### src/rtl/core/piecewise_linear_curve_lookup_assert.svh
// Assertion macros for the curve lookup block.
// Needs a clock named clk and an active-low reset named rst_n in scope.
`ifndef PIECEWISE_LINEAR_CURVE_LOOKUP_ASSERT_SVH
`define PIECEWISE_LINEAR_CURVE_LOOKUP_ASSERT_SVH

// a in this cycle implies b in the same cycle
`define PLCL_ASSERT_IMP(lbl, a, b) \
    lbl: assert property (@(posedge clk) disable iff (!rst_n) (a) |-> (b)) \
        else $error("curve lookup check failed");

// a in this cycle implies b in the next cycle
`define PLCL_ASSERT_NXT(lbl, a, b) \
    lbl: assert property (@(posedge clk) disable iff (!rst_n) (a) |=> (b)) \
        else $error("curve lookup check failed");

`endif

### src/rtl/core/plcl_pkg.sv
// Shared constants and codes for the curve lookup block.
// No dependencies.
package plcl_pkg;

    localparam int MAX_POINTS_DEF = 64;
    localparam int CHANNELS_DEF   = 3;
    localparam int OUT_CHANNELS   = 3;

    localparam int DATA_W = 24;
    localparam int CNT_W  = 7;
    localparam int IDX_W  = 6;
    localparam int CH_W   = 2;
    localparam int REG_W  = 2;

    localparam int IN_DATA_W  = 80;
    localparam int OUT_DATA_W = 72;

    // divider: numerator 2|p|+den, divisor 2den, quotient below 2^26
    localparam int PROD_W  = 50;
    localparam int DIV_N_W = 52;
    localparam int DIV_D_W = 26;
    localparam int DIV_Q_W = 26;

    localparam logic FUNC_LOAD = 1'b0;
    localparam logic FUNC_EVAL = 1'b1;

    localparam logic [REG_W-1:0] REG_COUNT_RED   = 2'd0;
    localparam logic [REG_W-1:0] REG_COUNT_GREEN = 2'd1;
    localparam logic [REG_W-1:0] REG_COUNT_BLUE  = 2'd2;

endpackage

### src/rtl/core/plcl_div.sv
// Restoring divider, one quotient bit per cycle.
// Depends on plcl_pkg for widths. Caller guarantees num < den * 2^DIV_Q_W.
module plcl_div (
    input  logic                          clk,
    input  logic                          rst_n,
    input  logic                          start,
    input  logic [plcl_pkg::DIV_N_W-1:0]  num,
    input  logic [plcl_pkg::DIV_D_W-1:0]  den,
    output logic                          busy,
    output logic                          done,
    output logic [plcl_pkg::DIV_Q_W-1:0]  quo
);

    localparam int SW = $clog2(plcl_pkg::DIV_Q_W);

    logic [plcl_pkg::DIV_D_W-1:0] rem_reg;
    logic [plcl_pkg::DIV_D_W-1:0] den_reg;
    logic [plcl_pkg::DIV_Q_W-1:0] low_reg;
    logic [plcl_pkg::DIV_Q_W-1:0] quo_reg;
    logic [SW-1:0]                step_reg;
    logic                         busy_reg;
    logic                         done_reg;
    logic [plcl_pkg::DIV_D_W:0]   trial;
    logic                         fits;

    assign trial = {rem_reg, low_reg[plcl_pkg::DIV_Q_W-1]};
    assign fits  = trial >= {1'b0, den_reg};

    always_ff @(posedge clk or negedge rst_n)
    begin
        if (!rst_n)
        begin
            busy_reg <= 1'b0;
            done_reg <= 1'b0;
            step_reg <= '0;
        end
        else
        begin
            done_reg <= 1'b0;
            if (start)
            begin
                busy_reg <= 1'b1;
                step_reg <= '0;
            end
            else if (busy_reg)
            begin
                if (step_reg == SW'(plcl_pkg::DIV_Q_W - 1))
                begin
                    busy_reg <= 1'b0;
                    done_reg <= 1'b1;
                end
                step_reg <= step_reg + 1'b1;
            end
        end
    end

    always_ff @(posedge clk)
    begin
        if (start)
        begin
            rem_reg <= num[plcl_pkg::DIV_N_W-1 -: plcl_pkg::DIV_D_W];
            low_reg <= num[plcl_pkg::DIV_Q_W-1:0];
            den_reg <= den;
        end
        else if (busy_reg)
        begin
            rem_reg <= fits ? plcl_pkg::DIV_D_W'(trial - {1'b0, den_reg})
                            : trial[plcl_pkg::DIV_D_W-1:0];
            low_reg <= {low_reg[plcl_pkg::DIV_Q_W-2:0], 1'b0};
            quo_reg <= {quo_reg[plcl_pkg::DIV_Q_W-2:0], fits};
        end
    end

    assign busy = busy_reg;
    assign done = done_reg;
    assign quo  = quo_reg;

endmodule

### config.mk
export PLATFORM = sky130hd
export DESIGN_NAME = plcl_div
export DESIGN_NICKNAME = d
export VERILOG_FILES = /design/src/rtl/core/piecewise_linear_curve_lookup_assert.svh /design/src/rtl/core/plcl_pkg.sv /design/src/rtl/core/plcl_div.sv
export SDC_FILE = /design/constraint.sdc
export NUM_CORES = 1
export LEC_CHECK = 0
export ABC_AREA = 1
export BUFFER_PORTS_ARGS = -buffer_cell sky130_fd_sc_hd__buf_2
export CAP_MARGIN = 15
export CORE_ASPECT_RATIO = 1.25
export CORE_UTILIZATION = 25
export DETAILED_ROUTE_END_ITERATION = 8
export SKIP_CTS_REPAIR_TIMING = 1
export SYNTH_ARGS = -nofsm -noshare
export SYNTH_HDL_FRONTEND = slang
export SYNTH_SLANG_ARGS = --single-unit
### constraint.sdc
create_clock -name clk -period 5.75 [get_ports clk]
set_input_delay 0.8625 -clock clk [delete_from_list [all_inputs] [get_ports clk]]
set_output_delay 0.8625 -clock clk [all_outputs]
set_load 0.01 [all_outputs]
Yosys cells after proc, flatten, opt, wreduce, memory -nomap -nowiden

Index checks and enable logic that the tools add are counted.
W data, S select, Z words.

$add $sub $neg: 2
Magnitude comparators: 1
Eq/ne operators: 1
Muxes and demuxes: 13
Bitwise gates (word level): 1
Reduce and logical (&&, ||, !) cells: 2

Operators with widths:

| operator              | number |
|---|---|
| $mux W26              | 5 |
| $ge A27 B26 Y1        | 1 |
| $sub A26 B26 Y26      | 1 |
| $mux W5               | 2 |
| $mux W1               | 6 |
| $add A5 B1 Y5 const B | 1 |
| $eq A5 B5 Y1 const B  | 1 |
| $reduce_and A2 Y1     | 1 |
| $reduce_bool A2 Y1    | 1 |
| $not A1 Y1            | 1 |

Bits in registers: 111
Input port bits: 81
Output and inout bits: 28

Depth between registers and ports, before layout

Word-level depth: 4
Mapped depth: 15
Depth with buffers taken out: 15

Worst setup path after synthesis

No wires, ideal clock.

Path type: input to register
From: input port start
To: register low_reg[0] in the netlist's numbering (enable)
Library setup time: 0.412 ns
Arrival: 2.525 ns
Required time: 5.338 ns
Setup slack: 2.813 ns
Stages: 4
Path through: clkbuf_1 inv_1 clkbuf_1 nand2_1

Longest elaborated chain between the ends: 1

RTL lines:

| what                         | RTL line       | text |
|---|---|---|
| start, declared              | plcl_div.sv:6  | `input logic start,` |
| $reduce_bool A2 Y1 (no line) | n/a            |  |
| end signal, assigned         | plcl_div.sv:62 | `low_reg <= num[plcl_pkg::DIV_Q_W-1:0];` |
| end signal, assigned         | plcl_div.sv:69 | `low_reg <= {low_reg[plcl_pkg::DIV_Q_W-2:0], 1'b0};` |
| end, declared                | plcl_div.sv:18 | `logic [plcl_pkg::DIV_Q_W-1:0] low_reg;` |

No other way between the ends.
A chain may end at the register's enable or synchronous reset.

Final worst setup path

From: input port start
To: register low_reg[23] in the netlist's numbering (enable)

Same word-level chain as after synthesis.

==> results.json <==
{
  "finalHoldViolations": 0,
  "synth-warning-count": 0,
  "firstDrtPassIters": 4,
  "synthCells": 820,
  "critPathLaunch": "start",
  "dp_hpwl_um": 12100,
  "grt.total_usage_pct": 12.4,
  "clockRootBuffer": "clkbuf_16",
  "cp_max_fo": 56,
  "drt_iter0_drc": 339,
  "clk_pin_slew_worst_paths_ns": 0.08,
  "syn_nets": 930,
  "start_util_pct": 25.5,
  "synth_top_area_share_pct": 46.7,
  "worstPathRequired_ns": 5.76,
  "antennaDiodeCount": 0,
  "clock-sinks": 111,
  "rows": 66,
  "endpoint_kind": "register",
  "cts_buffers": 9,
  "rr_startpoint": "rem_reg[22]$_DFFE_PP_",
  "fp.dieW_um": 148,
  "final_max_slew_viol_count": 0,
  "synth_cell_types": 37,
  "synth_area_sq_um": 6680,
  "core_area_sq_um": 26200,
  "max-slew-margin-rel_pct": 52.2,
  "worst_slack_ns": 2.94,
  "layout_commonest_cell": "nand2_1",
  "layout_common_cells": "338 x nand2_1, 141 x inv_1, 108 x buf_2",
  "via_count": 5219,
  "cp-start-kind": "primary input",
  "dp_slack_ns": 2.46,
  "postRouteAntennaNets": 0,
  "drive_gt1_share_pct": 17.7,
  "drcViolationCount": 0,
  "max_clock_freq_ghz": 0.356,
  "maxCapViolCount": 0,
  "synthTopCellsByArea": "edfxtp_1 47%, nand2_1 19%, inv_1 7.9%",
  "status": "finished, final reports clean",
  "seq_area_frac_synth_pct": 49.3,
  "die_y_um": 185,
  "crit_arrival_ns": 2.81,
  "gp_congestion": 0.874,
  "syn2layout_area_growth_pct": 18.3,
  "synth_top_area_cell": "edfxtp_1",
  "finClkSkew_ns": 0.0133,
  "htreeDepth": 3,
  "portBuffers": 108,
  "fin_crit_ns": 2.81,
  "path_class": "primary input to register",
  "syn_avg_cell_area_sq_um": 8.15,
  "dieArea_sq_um": 27400,
  "post-route-period-util_pct": 48.8,
  "power_mw": 3.32,
  "p_leak_nw": 4.00,
  "ys_ff_latch": 111,
  "detail_route.wl_per_cell_um": 12.8,
  "grt_pass1_wl_um": 26400,
  "hold_slack_ns": 0.321,
  "tightestPinTransition_ns": 0.718,
  "rsz0062_at_grt": "no",
  "cts_tree": "built",
  "overflow": 0,
  "antenna_found_initial": 0,
  "setup_viol": 0,
  "clk_latency_ns": 0.37,
  "final.fill_count": 2828,
  "grt_max_degree": 57,
  "vias_per_cell": 4.11,
  "nets": 1035,
  "ir_drop_mv": 0.158,
  "ios": 109,
  "setup_tns_ns": 0,
  "wl_um": 16300,
  "hp-class": "primary input to async pin",
  "grt_pass1_vias": 5203,
  "clockBufferDepth": 2,
  "power-per-cell-area_nw_per_um2": 419
}
-- Yosys cell counts --
| cell | count |
|---|---|
| nand2_8 | 1 |
| buf_1 | 1 |
| nor3_4 | 1 |
| nor2_2 | 7 |
| buf_4 | 1 |
| a21oi_4 | 1 |
| nor2_1 | 31 |
| nor3_1 | 1 |
| nand3b_1 | 22 |
| edfxtp_1 | 104 |
| nand2_2 | 12 |
| nand3_4 | 1 |
| fa_1 | 1 |
| inv_2 | 3 |
| nand4_1 | 7 |
| o21ai_0 | 4 |
| a21oi_1 | 14 |
| ha_1 | 28 |
| clkbuf_1 | 8 |
| inv_1 | 141 |
| nor2_8 | 1 |
| dfrtp_1 | 7 |
| nand2_1 | 339 |
| nand3_2 | 5 |
| buf_2 | 4 |
| a21oi_2 | 1 |
| clkinv_1 | 1 |
| buf_6 | 4 |
| xnor2_1 | 9 |
| nor4_1 | 2 |
| nand3_1 | 51 |
| and2_0 | 1 |
| nor3_2 | 1 |
| o21bai_1 | 2 |
| xor2_1 | 1 |
| nor2_4 | 1 |
| o22ai_1 | 1 |
-- worst paths after layout --
kind / to / slack, ns / depth (start not counted)
worst max register to register: rem_reg[20]$_DFFE_PP_ / 3.14 / 10
max in group asynchronous: step_reg[0]$_DFFE_PN0P_ / 5.27 / 1
worst max-delay path: low_reg[23]$_DFFE_PP_ / 2.94 / 5
min in group clk: quo[5]$_DFFE_PP_ / 0.45 / 0
worst min-delay path: busy$_DFF_PN0_ / 0.32 / 1
worst min register to register: quo[5]$_DFFE_PP_ / 0.45 / 0
-- power breakdown --
part / internal (mW) / leakage (nW) / switching, mW
logic: 0.548 / 2.68 / 0.965
clock network: 0.352 / 0.155 / 0.335
registers: 1.05 / 1.17 / 0.0631
-- cells by family (layout without fill, tap and decap cells) --
logic type | count (synthesis) | count (layout) | synth area share [%]
flip-flops | 111 | 111 | 49.3
AND/OR/NAND/NOR | 484 | 484 | 32.0
XOR/XNOR | 10 | 10 | 1.31
adder cells (fa/ha/maj) | 29 | 29 | 5.54
buffers and inverters | 163 | 273 | 9.73
AO/OA/AOI/OAI | 23 | 23 | 2.04
-- worst max-delay path, stage by stage --
cell,delay (ns)
buf_2,0.54
inv_1,0.09
buf_4,0.34
nand2_2,0.39
buf_4,0.53
-- layout make-up --
type | count | area [sq um] | share of cell area, %
sequential | 111 | 3300 | 41.7
multi-input combinational | 546 | 2740 | 34.7
timing repair buffer | 112 | 571 | 7.22
inverter | 145 | 544 | 6.88
tap | 340 | 425 | 5.38
clock buffer | 9 | 225 | 2.85
clock inverter | 7 | 104 | 1.31
-- routing by layer --
metal	share of wire [%]	global-route usage, %	wire (um)	vias to the layer above
li1	-	-	-	2785
met1	45	15.1	7310	2346
met2	51	22.1	8210	74
met3	3.1	2.02	499	14
met4	1.4	4.45	232	0
met5	0	0	0	-
-- metrics by stage --
step | util, % | area, sq um | instances
after floorplan | - | 6680 | 820
after global placement | 29.0 | 7580 | 1254
after detailed placement | 29.0 | 7580 | 1254
after CTS | 30.2 | 7910 | 1270
after global routing | 30.2 | 7910 | 1270
final | 30.2 | 7910 | 1270
No activity file was read; power rests on OpenSTA's default activity.
